===== config.mk =====
export PLATFORM = sky130hd
export DESIGN_NAME = bmp24_stream_decoder
export DESIGN_NICKNAME = d
export VERILOG_FILES = /design/src/hw/rtl/bmp24_pkg.sv /design/src/hw/rtl/bmp24_stream_decoder.sv /design/src/hw/rtl/bmp24_parser.sv
export VERILOG_INCLUDE_DIRS = /design/src /design/src/hw/rtl
export SDC_FILE = /design/constraint.sdc
export NUM_CORES = 1
export LEC_CHECK = 0
export BUFFER_PORTS_ARGS = -buffer_cell sky130_fd_sc_hd__buf_4
export CORE_MARGIN = 8
export CORE_UTILIZATION = 40
export CTS_CLUSTER_SIZE = 24
export DETAILED_ROUTE_END_ITERATION = 8
export GPL_TIMING_DRIVEN = 0
export PLACE_DENSITY = 0.62
export SLEW_MARGIN = 20
export SYNTH_ARGS = -nofsm -noshare
export SYNTH_HDL_FRONTEND = slang
export SYNTH_SLANG_ARGS = --single-unit

===== constraint.sdc =====
create_clock -name i_clk -period 7.1 [get_ports i_clk]
set_input_delay 0.355 -clock i_clk [delete_from_list [all_inputs] [get_ports i_clk]]
set_output_delay 0.355 -clock i_clk [all_outputs]
set_load 0.02 [all_outputs]

===== src/hw/rtl/bmp24_stream_decoder_assert.svh =====
// Assertion macros shared by the BMP decoder RTL files.
// Depends on nothing; included by the modules that carry assertions.
`ifndef BMP24_STREAM_DECODER_ASSERT_SVH
`define BMP24_STREAM_DECODER_ASSERT_SVH

// Same-cycle implication, checked outside reset.
`define BMP24_ASSERT_NOW(lbl, clk, rstn, ante, cons, msg) \
    lbl: assert property (@(posedge clk) disable iff (!(rstn)) (ante) |-> (cons)) \
        else $error(msg);

// Next-cycle implication, checked outside reset.
`define BMP24_ASSERT_NEXT(lbl, clk, rstn, ante, cons, msg) \
    lbl: assert property (@(posedge clk) disable iff (!(rstn)) (ante) |=> (cons)) \
        else $error(msg);

`endif


===== src/hw/rtl/bmp24_pkg.sv =====
// Types and constants for the 24-bit BMP stream decoder.
// Used by bmp24_parser and bmp24_stream_decoder; depends on nothing.
package bmp24_pkg;

    typedef enum logic [1:0] {
        PH_HEADER = 2'd0,
        PH_PIXEL  = 2'd1,
        PH_PAD    = 2'd2,
        PH_IDLE   = 2'd3
    } t_phase;

    typedef enum logic [1:0] {
        KIND_PIXEL   = 2'd0,
        KIND_BAD_SIG = 2'd1,
        KIND_NOT_24  = 2'd2,
        KIND_SIZE    = 2'd3
    } t_kind;

    localparam logic [7:0]  SIG_B       = 8'h42;
    localparam logic [7:0]  SIG_M       = 8'h4D;
    localparam logic [15:0] DEPTH_BPP   = 16'd24;
    localparam logic [5:0]  IDX_FIRST   = 6'd0;
    localparam logic [5:0]  IDX_SIG     = 6'd1;
    localparam logic [5:0]  IDX_WIDTH   = 6'd21;
    localparam logic [5:0]  IDX_HEIGHT  = 6'd25;
    localparam logic [5:0]  IDX_DEPTH   = 6'd29;
    localparam logic [5:0]  IDX_HDR_END = 6'd53;

    typedef struct packed {
        t_kind       kind;
        logic [7:0]  red;
        logic [7:0]  green;
        logic [7:0]  blue;
        logic [11:0] column;
        logic [11:0] row;
        logic        last_pixel;
        logic [12:0] image_width;
        logic [12:0] image_height;
    } t_result;

endpackage


===== src/hw/rtl/bmp24_stream_decoder.sv =====
// Top level of the 24-bit BMP stream decoder: parser plus result register.
// Depends on bmp24_pkg, bmp24_parser and the assertion macros header.
`include "bmp24_stream_decoder_assert.svh"

// The decoder takes one file byte per clock and gives at most one word per byte:
// a pixel on every third pixel byte, or an error code in the header. A result
// appears on the output in the cycle after the byte that causes it is accepted. The
// result register decouples the two sides, so o_in_ready drops only while that
// register holds a word the sink has not taken; with the sink ready the rate is
// one byte per cycle, set by the single parser step between input and result
// register. Raising i_file_start with a byte restarts the decoder at header byte 0.
module bmp24_stream_decoder #(
    parameter int MAX_DIM = 4096
) (
    input  logic        i_clk,
    input  logic        i_rst_n,
    input  logic        i_in_valid,
    output logic        o_in_ready,
    input  logic [7:0]  i_data_byte,
    input  logic        i_file_start,
    output logic        o_out_valid,
    input  logic        i_out_ready,
    output logic [1:0]  o_kind,
    output logic [7:0]  o_red,
    output logic [7:0]  o_green,
    output logic [7:0]  o_blue,
    output logic [11:0] o_column,
    output logic [11:0] o_row,
    output logic        o_last_pixel,
    output logic [12:0] o_image_width,
    output logic [12:0] o_image_height
);

    logic               step;
    logic               res_valid;
    bmp24_pkg::t_result res;
    logic               r_out_valid;
    bmp24_pkg::t_result r_res;

    assign o_in_ready = !r_out_valid || i_out_ready;
    assign step       = i_in_valid && o_in_ready;

    bmp24_parser #(
        .MAX_DIM (MAX_DIM)
    ) u_parser (
        .i_clk        (i_clk),
        .i_rst_n      (i_rst_n),
        .i_step       (step),
        .i_data_byte  (i_data_byte),
        .i_file_start (i_file_start),
        .o_res_valid  (res_valid),
        .o_res        (res)
    );

    always_ff @(posedge i_clk) begin
        if (!i_rst_n) begin
            r_out_valid <= 1'b0;
        end else if (step && res_valid) begin
            r_out_valid <= 1'b1;
        end else if (i_out_ready) begin
            r_out_valid <= 1'b0;
        end
    end

    always_ff @(posedge i_clk) begin
        if (step && res_valid) begin
            r_res <= res;
        end
    end

    assign o_out_valid    = r_out_valid;
    assign o_kind         = r_res.kind;
    assign o_red          = r_res.red;
    assign o_green        = r_res.green;
    assign o_blue         = r_res.blue;
    assign o_column       = r_res.column;
    assign o_row          = r_res.row;
    assign o_last_pixel   = r_res.last_pixel;
    assign o_image_width  = r_res.image_width;
    assign o_image_height = r_res.image_height;

    `BMP24_ASSERT_NOW(a_error_fields_zero, i_clk, i_rst_n, o_out_valid && o_kind != bmp24_pkg::KIND_PIXEL, o_red == 8'd0 && o_green == 8'd0 && o_blue == 8'd0 && o_column == 12'd0 && o_row == 12'd0 && !o_last_pixel && o_image_width == 13'd0 && o_image_height == 13'd0, "error word carries pixel data")
    `BMP24_ASSERT_NOW(a_last_is_pixel, i_clk, i_rst_n, o_out_valid && o_last_pixel, o_kind == bmp24_pkg::KIND_PIXEL, "last flag on a non-pixel word")
    `BMP24_ASSERT_NEXT(a_stall_no_loss, i_clk, i_rst_n, o_out_valid && !i_out_ready, o_out_valid, "pending word dropped while stalled")

endmodule


===== src/hw/rtl/bmp24_parser.sv =====
// Header parser and pixel assembler of the BMP decoder: one byte per step.
// Depends on bmp24_pkg and the assertion macros header.
`include "bmp24_stream_decoder_assert.svh"

module bmp24_parser #(
    parameter int MAX_DIM = 4096
) (
    input  logic               i_clk,
    input  logic               i_rst_n,
    input  logic               i_step,
    input  logic [7:0]         i_data_byte,
    input  logic               i_file_start,
    output logic               o_res_valid,
    output bmp24_pkg::t_result o_res
);

    localparam int DIM_W = $clog2(MAX_DIM + 1);

    bmp24_pkg::t_phase r_phase, n_phase;
    logic [5:0]        r_hcnt, n_hcnt;
    logic [7:0]        r_first, n_first;
    logic [31:0]       r_field, n_field;
    logic [DIM_W-1:0]  r_width, n_width;
    logic [DIM_W-1:0]  r_height, n_height;
    logic [DIM_W-1:0]  r_col, n_col;
    logic [DIM_W-1:0]  r_row, n_row;
    logic [1:0]        r_bip, n_bip;
    logic [7:0]        r_blue, n_blue;
    logic [7:0]        r_green, n_green;
    logic [1:0]        r_pad, n_pad;

    bmp24_pkg::t_phase phase_c;
    logic [5:0]        hcnt_c;
    logic [DIM_W-1:0]  col_inc;
    logic [DIM_W-1:0]  row_inc;
    logic [1:0]        pad_row;

    always_comb begin
        // A start-of-file byte restarts the parse with this byte as header byte 0.
        phase_c = i_file_start ? bmp24_pkg::PH_HEADER : r_phase;
        hcnt_c  = i_file_start ? 6'd0 : r_hcnt;
        col_inc = r_col + DIM_W'(1);
        row_inc = r_row + DIM_W'(1);
        // Row padding to a 4-byte multiple for 3-byte pixels equals width mod 4.
        pad_row = 2'(r_width);

        n_phase  = phase_c;
        n_hcnt   = hcnt_c;
        n_first  = r_first;
        n_field  = r_field;
        n_width  = r_width;
        n_height = r_height;
        n_col    = r_col;
        n_row    = r_row;
        n_bip    = r_bip;
        n_blue   = r_blue;
        n_green  = r_green;
        n_pad    = r_pad;

        o_res_valid = 1'b0;
        o_res       = '0;

        case (phase_c)
            bmp24_pkg::PH_HEADER: begin
                n_hcnt  = hcnt_c + 6'd1;
                n_field = {i_data_byte, r_field[31:8]};
                if (hcnt_c == bmp24_pkg::IDX_FIRST) begin
                    n_first = i_data_byte;
                end else if (hcnt_c == bmp24_pkg::IDX_SIG) begin
                    if (r_first != bmp24_pkg::SIG_B || i_data_byte != bmp24_pkg::SIG_M) begin
                        o_res_valid = 1'b1;
                        o_res.kind  = bmp24_pkg::KIND_BAD_SIG;
                        n_phase     = bmp24_pkg::PH_IDLE;
                    end
                end else if (hcnt_c == bmp24_pkg::IDX_WIDTH) begin
                    if (n_field > 32'(MAX_DIM)) begin
                        o_res_valid = 1'b1;
                        o_res.kind  = bmp24_pkg::KIND_SIZE;
                        n_phase     = bmp24_pkg::PH_IDLE;
                    end else begin
                        n_width = DIM_W'(n_field);
                    end
                end else if (hcnt_c == bmp24_pkg::IDX_HEIGHT) begin
                    if (n_field > 32'(MAX_DIM)) begin
                        o_res_valid = 1'b1;
                        o_res.kind  = bmp24_pkg::KIND_SIZE;
                        n_phase     = bmp24_pkg::PH_IDLE;
                    end else begin
                        n_height = DIM_W'(n_field);
                    end
                end else if (hcnt_c == bmp24_pkg::IDX_DEPTH) begin
                    if (n_field[31:16] != bmp24_pkg::DEPTH_BPP) begin
                        o_res_valid = 1'b1;
                        o_res.kind  = bmp24_pkg::KIND_NOT_24;
                        n_phase     = bmp24_pkg::PH_IDLE;
                    end
                end else if (hcnt_c == bmp24_pkg::IDX_HDR_END) begin
                    n_col   = '0;
                    n_row   = '0;
                    n_bip   = 2'd0;
                    n_phase = (r_width != '0 && r_height != '0) ?
                              bmp24_pkg::PH_PIXEL : bmp24_pkg::PH_IDLE;
                end
            end

            bmp24_pkg::PH_PIXEL: begin
                case (r_bip)
                    2'd0: begin
                        n_blue = i_data_byte;
                        n_bip  = 2'd1;
                    end
                    2'd1: begin
                        n_green = i_data_byte;
                        n_bip   = 2'd2;
                    end
                    default: begin
                        n_bip              = 2'd0;
                        o_res_valid        = 1'b1;
                        o_res.kind         = bmp24_pkg::KIND_PIXEL;
                        o_res.red          = i_data_byte;
                        o_res.green        = r_green;
                        o_res.blue         = r_blue;
                        o_res.column       = 12'(r_col);
                        o_res.row          = 12'(r_row);
                        o_res.last_pixel   = (col_inc == r_width) && (row_inc == r_height);
                        o_res.image_width  = 13'(r_width);
                        o_res.image_height = 13'(r_height);
                        if (col_inc >= r_width) begin
                            n_col = '0;
                            n_row = row_inc;
                            if (row_inc >= r_height) begin
                                n_phase = bmp24_pkg::PH_IDLE;
                            end else begin
                                n_pad   = pad_row;
                                n_phase = (pad_row != 2'd0) ?
                                          bmp24_pkg::PH_PAD : bmp24_pkg::PH_PIXEL;
                            end
                        end else begin
                            n_col = col_inc;
                        end
                    end
                endcase
            end

            bmp24_pkg::PH_PAD: begin
                if (r_pad != 2'd0) begin
                    n_pad = r_pad - 2'd1;
                end
                if (n_pad == 2'd0) begin
                    n_phase = bmp24_pkg::PH_PIXEL;
                end
            end

            default: begin
                n_phase = phase_c;
            end
        endcase
    end

    always_ff @(posedge i_clk) begin
        if (!i_rst_n) begin
            r_phase <= bmp24_pkg::PH_HEADER;
            r_hcnt  <= 6'd0;
            r_bip   <= 2'd0;
            r_pad   <= 2'd0;
        end else if (i_step) begin
            r_phase <= n_phase;
            r_hcnt  <= n_hcnt;
            r_bip   <= n_bip;
            r_pad   <= n_pad;
        end
    end

    always_ff @(posedge i_clk) begin
        if (i_step) begin
            r_first  <= n_first;
            r_field  <= n_field;
            r_width  <= n_width;
            r_height <= n_height;
            r_col    <= n_col;
            r_row    <= n_row;
            r_blue   <= n_blue;
            r_green  <= n_green;
        end
    end

    `BMP24_ASSERT_NOW(a_pad_nonzero, i_clk, i_rst_n, r_phase == bmp24_pkg::PH_PAD, r_pad != 2'd0, "padding phase with zero count")
    `BMP24_ASSERT_NOW(a_pixel_byte_range, i_clk, i_rst_n, r_phase == bmp24_pkg::PH_PIXEL, r_bip != 2'd3, "pixel byte index out of range")
    `BMP24_ASSERT_NEXT(a_restart_header, i_clk, i_rst_n, i_step && i_file_start, r_hcnt == 6'd1, "file start did not restart the header count")

endmodule

After elaboration in Yosys (flattened, before gate mapping)
Index checks and enable logic that the tools add are counted.
{ "word_totals": {"out_inout_bits": 79, "in_bits": 13, "register_bits": 198, "word_cells": 152} }
{ "classes": {"n_reduce_logical": 30, "eq_ne": 22, "n_addsub": 4, "n_bitwise": 5, "n_lt_le_gt_ge": 3, "muxes": 66} }
{ "op_table": {"columns": ["operator", "n"], "rows": [
  ["two-way mux 13 bit", 10],
  ["two-way mux 2 bit", 34],
  ["case mux 13 bit (2 select lines)", 2],
  ["greater-than comparator 32 x 13 -> 1 bit (second input constant)", 1],
  ["adder 13 x 1 -> 13 bit (second input constant)", 2],
  ["== test 13 bit", 2],
  [">= comparator 13 bit", 2],
  ["nonzero test 13 bit", 2],
  ["== test 6 x 5 -> 1 bit (second input constant)", 3],
  ["!= test 16 x 5 -> 1 bit (second input constant)", 1],
  ["!= test 8 x 7 -> 1 bit (second input constant)", 2],
  ["case mux 2 bit (2 select lines)", 4],
  ["!= test 2 bit (second input constant)", 7],
  ["two-way mux 1 bit", 12],
  ["two-way mux 6 bit", 2],
  ["AND reduction 10 bit", 1],
  ["nonzero test 2 bit", 5],
  ["AND reduction 3 bit", 3],
  ["AND reduction 9 bit", 1],
  ["AND reduction 8 bit", 1],
  ["AND reduction 7 bit", 1],
  ["adder 6 x 1 -> 6 bit (second input constant)", 1],
  ["== test 6 x 1 -> 1 bit (second input constant)", 1],
  ["== test 6 bit (second input constant)", 1],
  ["other kinds (17)", 29]
]} }

Longest topological paths before layout
Gate-level depths: netlist (run 1).
{ "depth": {"word_depth": 10, "mapped_depth": 12, "depth_no_buf": 12} }

Hierarchy
A second synthesis (run 1) with hierarchy kept.
{ "unflattened": {"hier_cells": 610, "hier_area_um2": 8286.7} }
{ "modules_own_cells": {"columns": ["module", "area_each_um2", "cells_per_inst", "seq_area_each_um2", "instances"], "rows": [
  ["bmp24_parser", 5903.2, 527, 3243.1, 1],
  ["bmp24_stream_decoder", 2383.5, 83, 2332.2, 1]
]} }

Worst setup path after synthesis (run 1)
OpenSTA, ideal clock, no wires.
{ "synth_timing": {"path_kind": "in2reg", "from": "input port i_file_start", "to": "register r_res, in the netlist o_blue[0], enable pin", "setup_ns": 0.513, "arrival_time_ns": 4.974, "stages": 10, "n_path_buf": 2, "required_ns": 6.587, "setup_slack_ns": 1.614, "path_cell_list": "buf_6 clkbuf_1 nand2b_1 inv_1 ha_1 nand2_1 or3_1 a21oi_1 o22ai_2 nor2_1"} }
{ "synth_between": {"elab_chain_cells": 9, "word_cells_on_any_way": 16, "cone_classes": "eq/ne (5); mux (8); reduce/logical (3)"} }
{ "synth_rtl": {"columns": ["element", "line_no", "text"], "rows": [
  ["start: declaration", "bmp24_stream_decoder.sv:20", "input logic i_file_start,"],
  ["two-way mux 6 bit", "bmp24_parser.sv:41", "hcnt_c = i_file_start ? 6'd0 : r_hcnt;"],
  ["== test 6 x 5 -> 1 bit", "bmp24_parser.sv:91", "end else if (hcnt_c == bmp24_pkg::IDX_DEPTH) begin"],
  ["two-way mux 1 bit", "bmp24_parser.sv:91", null],
  ["two-way mux 1 bit", "bmp24_parser.sv:83", "end else if (hcnt_c == bmp24_pkg::IDX_HEIGHT) begin"],
  ["two-way mux 1 bit", "bmp24_parser.sv:75", "end else if (hcnt_c == bmp24_pkg::IDX_WIDTH) begin"],
  ["two-way mux 1 bit", "bmp24_parser.sv:69", "end else if (hcnt_c == bmp24_pkg::IDX_SIG) begin"],
  ["two-way mux 1 bit", "bmp24_parser.sv:67", "if (hcnt_c == bmp24_pkg::IDX_FIRST) begin"],
  ["case mux 1 bit (2 select lines) *", "bmp24_parser.sv:63", "case (phase_c)"],
  ["logical AND 1 bit *", "bmp24_stream_decoder.sv:66", "if (step && res_valid) begin"],
  ["end signal: assignment", "bmp24_stream_decoder.sv:67", "r_res <= res;"],
  ["end: declaration", "bmp24_stream_decoder.sv:38", "bmp24_pkg::t_result r_res;"]
]} }
Mark *: on every way between the ends. The rest lies on a longest branch, timed or not.
A chain may end at the register's enable or synchronous reset.

Worst setup path in the final report (run 1)
{ "layout_timing": {"from": "register u_parser.r_col[0]", "to": "register u_parser.r_row[6], enable pin"} }
{ "layout_between": {"elab_chain_cells": 4} }
{ "layout_rtl": {"columns": ["element", "line_no", "text"], "rows": [
  ["start: declaration", "bmp24_parser.sv:25", "logic [DIM_W-1:0] r_col, n_col;"],
  ["start signal: assignment", "bmp24_parser.sv:180", "r_col <= n_col;"],
  ["adder 13 x 1 -> 13 bit", "bmp24_parser.sv:42", "col_inc = r_col + DIM_W'(1);"],
  ["named net u_parser.col_inc[10]", "bmp24_parser.sv:34", "logic [DIM_W-1:0] col_inc;"],
  [">= comparator 13 bit", "bmp24_parser.sv:128", "if (col_inc >= r_width) begin"],
  ["!= test 2 x 1 -> 1 bit (no line)", null, null],
  ["AND reduction 10 bit (no line)", null, null],
  ["end signal: assignment", "bmp24_parser.sv:181", "r_row <= n_row;"],
  ["end: declaration", "bmp24_parser.sv:26", "logic [DIM_W-1:0] r_row, n_row;"]
]} }
The timed path passes the listed nets, and every way through them passes these cells.

==> results.sh, run 1 <==
export IMPL_fill_cells=1737
export IMPL_path_clk_slew_ns=0.07
export IMPL_cts_inserted_buffers=17
export IMPL_vias_per_cell=5.19
export IMPL_synth_top_area_frac=0.646
export IMPL_cts_hold_buf=0
export IMPL_hpwl_um=13700
export IMPL_hold_path_startpoint="i_data_byte[2]"
export IMPL_cellLeakagePower_nw=3.72
export IMPL_p_seq_frac=0.553
export IMPL_area_growth_pct=21.1
export IMPL_register_area_um2=5580
export IMPL_final_cell_area_um2=9960
export IMPL_synth_area_um2=8230
export IMPL_slew_headroom=0.497
export IMPL_grt_total_usage=0.145
export IMPL_syn_inst=610
export IMPL_fin_tns_setup_ns=0
export IMPL_hold_path_class="primary input to flop"
export IMPL_ys_warn_count=0
export IMPL_grt_max_degree=32
export IMPL_rsz0062_at_grt="false"
export IMPL_rr_startpoint="u_parser.r_col[0]$_SDFFCE_PP0P_"
export IMPL_synth_area_top_cells="edfxtp_1, ha_1, and3_1, dfxtp_1, nor2_1"
export IMPL_skew_ns=0.0112
export IMPL_chipHeight_um=159
export IMPL_critPathKind="flop to flop"
export IMPL_required_ns=7.20
export IMPL_status="finished, final reports clean"
export IMPL_max_clock_freq_ghz=0.264
export IMPL_synth_edf_count=177
export IMPL_max_cap_violations=0
export IMPL_fp_row_count=52
export IMPL_p_comb_frac=0.030
export IMPL_clock_path_buffers=2
export IMPL_cp_start_kind="flop"
export IMPL_finalSetupViolations=0
export IMPL_period_minus_slack_ns=3.78
export IMPL_drv_slew=0
export IMPL_power_total_mw=2.26
export IMPL_yosysTopAreaCell="edfxtp_1"
export IMPL_die_area_um2=25400
export IMPL_p_int_mw=1.76
export IMPL_path_max_fanout=13
export IMPL_cts_setup_buffers=0
export IMPL_ios=92
export IMPL_gp_congestion=0.829
export IMPL_power_density_nw_per_um2=227
export IMPL_layout_nets=769
export IMPL_postCtsResizedCells=0
export IMPL_dr_pass1_iters=5
export IMPL_wl_per_cell_um=18.2
export IMPL_period_share=0.533
export IMPL_htreeDepth=4
export IMPL_vias=5233
export IMPL_worstMarginPinSlew_ns=0.753
export IMPL_vdd_ir_drop_max_v=0.000179
export IMPL_grt_pass1_vias=5440
export IMPL_clkLatencyLatePin_ns=0.44
export IMPL_drc=0
export IMPL_crit_path_cell_trace="ha_1 > nand3_1 > nor2_1 > xor2_1 > ha_1 > a211oi_1 > nor2_1 > or3_4 > or3_4 > buf_6 > and2_1"
export IMPL_report_final_hold_viol_count=0
export IMPL_synth_fp_nets=654
export IMPL_tritoncts="yes"
export IMPL_initial_core_util=0.407
export IMPL_drtIter0Drc=399
export IMPL_ys_async_sr_fraction=0
export IMPL_crit_path_end_kind="flop"
export IMPL_diodes=0
export IMPL_crit_start="u_parser.r_col[0]$_SDFFCE_PP0P_"
export IMPL_power_switching_mw=0.502
export IMPL_arrival_ns=3.88
export IMPL_swShare=0.222
export IMPL_wirelength_um=18300
export IMPL_cts_root_buf="clkbuf_16"
export IMPL_port_buffers=90
export IMPL_synth_seq_area_share=0.678
export IMPL_dpl_cell_area_um2=9370
export IMPL_postRouteAntennaNets=0
export IMPL_synth_main_ff_cell="edfxtp_1"
export IMPL_syn_area_per_cell_um2=13.5
export IMPL_grt_antenna_before_repair=0
export IMPL_ys_types=56
export IMPL_die_x_um=159
export IMPL_drive_gt1_frac=0.215
export IMPL_fp_coreArea_um2=20200
export IMPL_cts_sinks=190
export IMPL_cp_slowest_cell="edfxtp_1"
export IMPL_grt_overflow=0
export IMPL_synth_seq_cells=190
export IMPL_grt_pass1_wl_um=29200
export IMPL_multiInputGateArea_um2=2460
export IMPL_crit_path_max_incr_delay_ns=0.57
export IMPL_p_clk_frac=0.417
==> critical path, delay by kind of cell (launching register included) <==
family          cells  cell delay, ns
compound gates      1            0.28
xor+xnor            1            0.25
fa+ha+maj           2            0.62
buf+inv             1            0.17
flops               1            0.57
simple gates        6            1.55
==> per-stage QoR <==
stage | setup slack (ns) | cells | hold slack [ns] | util
after floorplan | 1.61 | 610 | 0.417 | -
after global placement | 0.169 | 970 | 0.427 | 0.457
after detailed placement | 3.35 | 976 | 0.432 | 0.463
after CTS | 3.32 | 1008 | 0.145 | 0.492
after global routing | 3.19 | 1008 | 0.145 | 0.492
final | 3.32 | 1008 | 0.158 | 0.492
==> cell usage after synthesis (4+ instances only) <==
library cell,count
or4_1,4
nand3_1,18
a211oi_1,6
inv_1,33
o21ai_0,14
nand4_1,12
dfxtp_1,13
nor2_1,56
nor4_1,13
a21oi_1,18
edfxtp_1,177
and2b_1,4
nand2b_1,5
xor2_1,7
clkbuf_1,19
nor2b_2,7
o211ai_1,4
xnor2_1,17
ha_1,31
and2_1,14
and3_1,55
nor3_1,6
nand2_1,22
==> metal layers <==
metal,part of all wire,vias to the layer above,global-route usage
li1,-,2512,-
met1,0.43,2530,0.174
met2,0.50,167,0.248
met3,0.052,24,0.0398
met4,0.019,0,0.0497
met5,0,-,0
==> power groups by stage <==
stage                     Sequential, mW  Combinational [mW]  Clock, mW
after floorplan                     1.27              0.0401          0
after global placement              1.27              0.0630          0
after detailed placement            1.27              0.0666          0
after CTS                           1.25              0.0670      0.956
after global routing                1.25              0.0742      0.999
final                               1.25              0.0671      0.943
==> cell usage in the layout (no fill, tap or decap), types with 4 or more instances in the layout <==
master / n
dfxtp_1: 13
a211oi_1: 6
or4_1: 4
nand2_1: 22
nor2_1: 54
and3_1: 55
inv_1: 33
xnor2_1: 17
nor2b_2: 7
nand4_1: 12
nand3_1: 18
and2b_1: 4
nor3_1: 5
buf_4: 92
ha_1: 31
xor2_1: 7
edfxtp_1: 177
nor4_1: 12
and2_1: 14
o21ai_0: 14
a21oi_1: 18
o211ai_1: 4
nand2b_1: 5
clkbuf_1: 21
clkbuf_16: 17
==> kinds of logic (layout without fill, tap and decap cells) <==
| logic type | Yosys count | in the layout | synth area share |
|---|---|---|---|
| AO/OA/AOI/OAI | 65 | 65 | 0.0549 |
| flip-flops | 190 | 190 | 0.678 |
| AND/OR/NAND/NOR | 243 | 243 | 0.167 |
| buffers and inverters | 57 | 185 | 0.0283 |
| adder cells (fa/ha/maj) | 31 | 31 | 0.0471 |
| XOR/XNOR | 24 | 24 | 0.0255 |
==> final cells by class <==
| type | count | area share |
|---|---|---|
| inverters | 33 | 0.0124 |
| flip-flops and latches | 190 | 0.560 |
| plain buffers | 24 | 0.0109 |
| multi-input cells | 363 | 0.247 |
| clock inverters | 13 | 0.0156 |
| clock buffers | 19 | 0.0435 |
| repair buffers | 96 | 0.0774 |
| well taps | 270 | 0.0339 |
==> registers in the layout, indices dropped and copies added (netlist names), 12 cells and up <==
name / count
o_column: 12
o_row: 12
u_parser.r_row: 13
u_parser.r_col: 13
o_image_height: 13
u_parser.r_height: 13
u_parser.r_width: 13
u_parser.r_field: 24
o_image_width: 13
==> path summary, 6_finish.rpt <==
check                                         end  slack (ns)  cells after the start
setup / recovery  u_parser.r_row[6]$_SDFFCE_PN0P_        3.32                     11
hold / removal      u_parser.r_first[2]$_DFFE_PP_        0.16                      1
setup reg to reg  u_parser.r_row[6]$_SDFFCE_PN0P_        3.32                     11
hold reg to reg    u_parser.r_field[17]$_DFFE_PP_        0.45                      0
Note: power is estimated with default switching activity, not from simulation.
==> inputs of run 2 (changes only) <==
Clock period 7.1 ns to 3.9 ns, I/O delays scaled along.
==> run 2 against run 1 <==
Net effect:
- first-iteration DRC count shrank 25%
- count of clock-buffer cells in the layout shrank 2
- setup slack lost 3.1 ns
- clock power grew 81%
- routed wire length grew 1.2%
- worst hold slack lost 0.14 ns
- total power grew 82%
- critical path type unchanged
==> results.sh, run 2 (synthesis gave the netlist of run 1 again) <==
export IMPL_drv_slew=0
export IMPL_grt_max_degree=32
export IMPL_power_total_mw=4.11
export IMPL_hpwl_um=13500
export IMPL_fp_coreArea_um2=20200
export IMPL_rsz0062_at_grt="false"
export IMPL_arrival_ns=3.79
export IMPL_wirelength_um=18500
export IMPL_status="finished, final reports clean"
export IMPL_diodes=0
export IMPL_max_cap_violations=0
export IMPL_period_share=0.931
export IMPL_vias_per_cell=5.18
export IMPL_cts_root_buf="clkbuf_16"
export IMPL_crit_path_cell_trace="and3_1 > and3_1 > nand4_1 > or2_2 > xnor2_1 > ha_1 > nand4_1 > a211oi_1 > or3_4 > or3_4 > buf_6 > and2_2"
export IMPL_most_common_layout_cells="edfxtp_1, buf_4, and3_1"
export IMPL_cts_inserted_buffers=17
export IMPL_finalNonFillerCells=1014
export IMPL_power_switching_mw=0.957
export IMPL_final_cell_area_um2=10000
export IMPL_worstMarginPinSlew_ns=1.03
export IMPL_path_clk_slew_ns=0.08
export IMPL_cellLeakagePower_nw=3.75
export IMPL_finalSetupViolations=0
export IMPL_grt_pass1_wl_um=29200
export IMPL_final_util=0.494
export IMPL_area_growth_pct=21.5
export IMPL_dpl_cell_area_um2=9330
export IMPL_required_ns=4.06
export IMPL_cts_setup_buffers=0
export IMPL_crit_path_end_kind="flop"
export IMPL_power_density_nw_per_um2=411
export IMPL_hold_path_class="primary input to flop"
export IMPL_vdd_ir_drop_max_v=0.000327
export IMPL_dr_pass1_iters=5
export IMPL_port_buffers=90
export IMPL_report_final_hold_viol_count=0
export IMPL_p_int_mw=3.16
export IMPL_p_seq_frac=0.553
export IMPL_tritoncts="yes"
export IMPL_cp_start_kind="flop"
export IMPL_ios=92
export IMPL_htreeDepth=4
export IMPL_die_x_um=159
export IMPL_gp_congestion=0.840
export IMPL_vias=5252
export IMPL_critPathKind="flop to flop"
export IMPL_p_clk_frac=0.416
export IMPL_grt_total_usage=0.146
export IMPL_drtIter0Drc=301
export IMPL_period_minus_slack_ns=3.63
export IMPL_worst_path_dominant_cell_family="simple AND/OR/NAND/NOR gates"
export IMPL_hold_slack_ns=0.0216
export IMPL_path_buf_inv=1
export IMPL_fp_row_count=52
export IMPL_setup_ws_ns=0.267
export IMPL_cp_slowest_cell="edfxtp_1"
export IMPL_place_inst=975
export IMPL_slew_headroom=0.306
export IMPL_cts_sinks=190
export IMPL_clock_path_buffers=2
export IMPL_swShare=0.233
export IMPL_fin_tns_setup_ns=0
export IMPL_dp_slack_ns=0.169
export IMPL_postRouteAntennaNets=0
export IMPL_clkLatencyLatePin_ns=0.44
export IMPL_grt_pass1_vias=5360
export IMPL_initial_core_util=0.407
export IMPL_p_comb_frac=0.031
export IMPL_wl_per_cell_um=18.3
export IMPL_top_register="u_parser.r_field"
export IMPL_crit_path_max_incr_delay_ns=0.43
export IMPL_max_clock_freq_ghz=0.275
export IMPL_skew_ns=0.0109
export IMPL_drc=0
export IMPL_path_max_fanout=13
export IMPL_largest_reg_flops=24
export IMPL_grt_overflow=0
export IMPL_chipHeight_um=159
export IMPL_final_common_cell="edfxtp_1"
export IMPL_die_area_um2=25400
export IMPL_layout_nets=775
export IMPL_drive_gt1_frac=0.216
export IMPL_grt_antenna_before_repair=0
-- run 2: changes by cell type in the layout (fill, tap and decap cells not counted), moves of 2 or more --
cell           previous run  this run
clkinvlp_4                2         0
clkinv_8                  3         5
clkinv_2                  0         2
buf_16                    2         0
clkbuf_1                 21        19
dlygate4sd3_1             0         7
-- run 2: path summary, 6_finish.rpt --
check	from	to	slack [ns]	cells past startpoint
setup / recovery	u_parser.r_col[2]$_SDFFCE_PP0P_	u_parser.r_row[3]$_SDFFCE_PN0P_	0.27	12
hold / removal	i_data_byte[3]	u_parser.r_first[3]$_DFFE_PP_	0.02	1
setup reg to reg	u_parser.r_col[2]$_SDFFCE_PP0P_	u_parser.r_row[3]$_SDFFCE_PN0P_	0.27	12
hold reg to reg	u_parser.r_field[22]$_DFFE_PP_	u_parser.r_field[14]$_DFFE_PP_	0.45	0
-- run 2: power by group through the flow --
stage               Sequential [mW]  Clock (mW)  Combinational, mW
floorplan                      2.31           0             0.0733
global placement               2.32           0              0.115
detailed placement             2.32           0              0.122
CTS                            2.28        1.73              0.128
global route                   2.28        1.81              0.141
finish                         2.28        1.71              0.127
-- run 2: what timing repair did --
action	CTS	global route
setup endpoints to repair	0	13
gates resized for setup	0	1
hold buffers	7	0
hold endpoints to repair	22	0
-- run 2: per-layer routing --
layer,vias up,GRT usage,part of all wire
met5,-,0,0
met4,0,0.0523,0.013
met3,17,0.0344,0.041
met2,112,0.252,0.51
met1,2601,0.175,0.44
li1,2522,-,-
-- run 2: layout make-up --
class	count	area [um2]
clock inverters	15	169
fillers	1768	10200
well taps	270	338
clock buffers	17	425
inverters	33	124
plain buffers	24	109
flip-flops and latches	190	5580
multi-input cells	363	2450
repair buffers	102	806
-- run 2: worst reg2reg max path, cell delays in order (launching register included) --
cell      delay (ns)
edfxtp_1        0.43
and3_1          0.24
and3_1          0.23
nand4_1         0.13
or2_2           0.31
xnor2_1         0.27
ha_1            0.30
nand4_1         0.11
a211oi_1        0.07
or3_4           0.38
or3_4           0.41
buf_6           0.17
and2_2          0.30
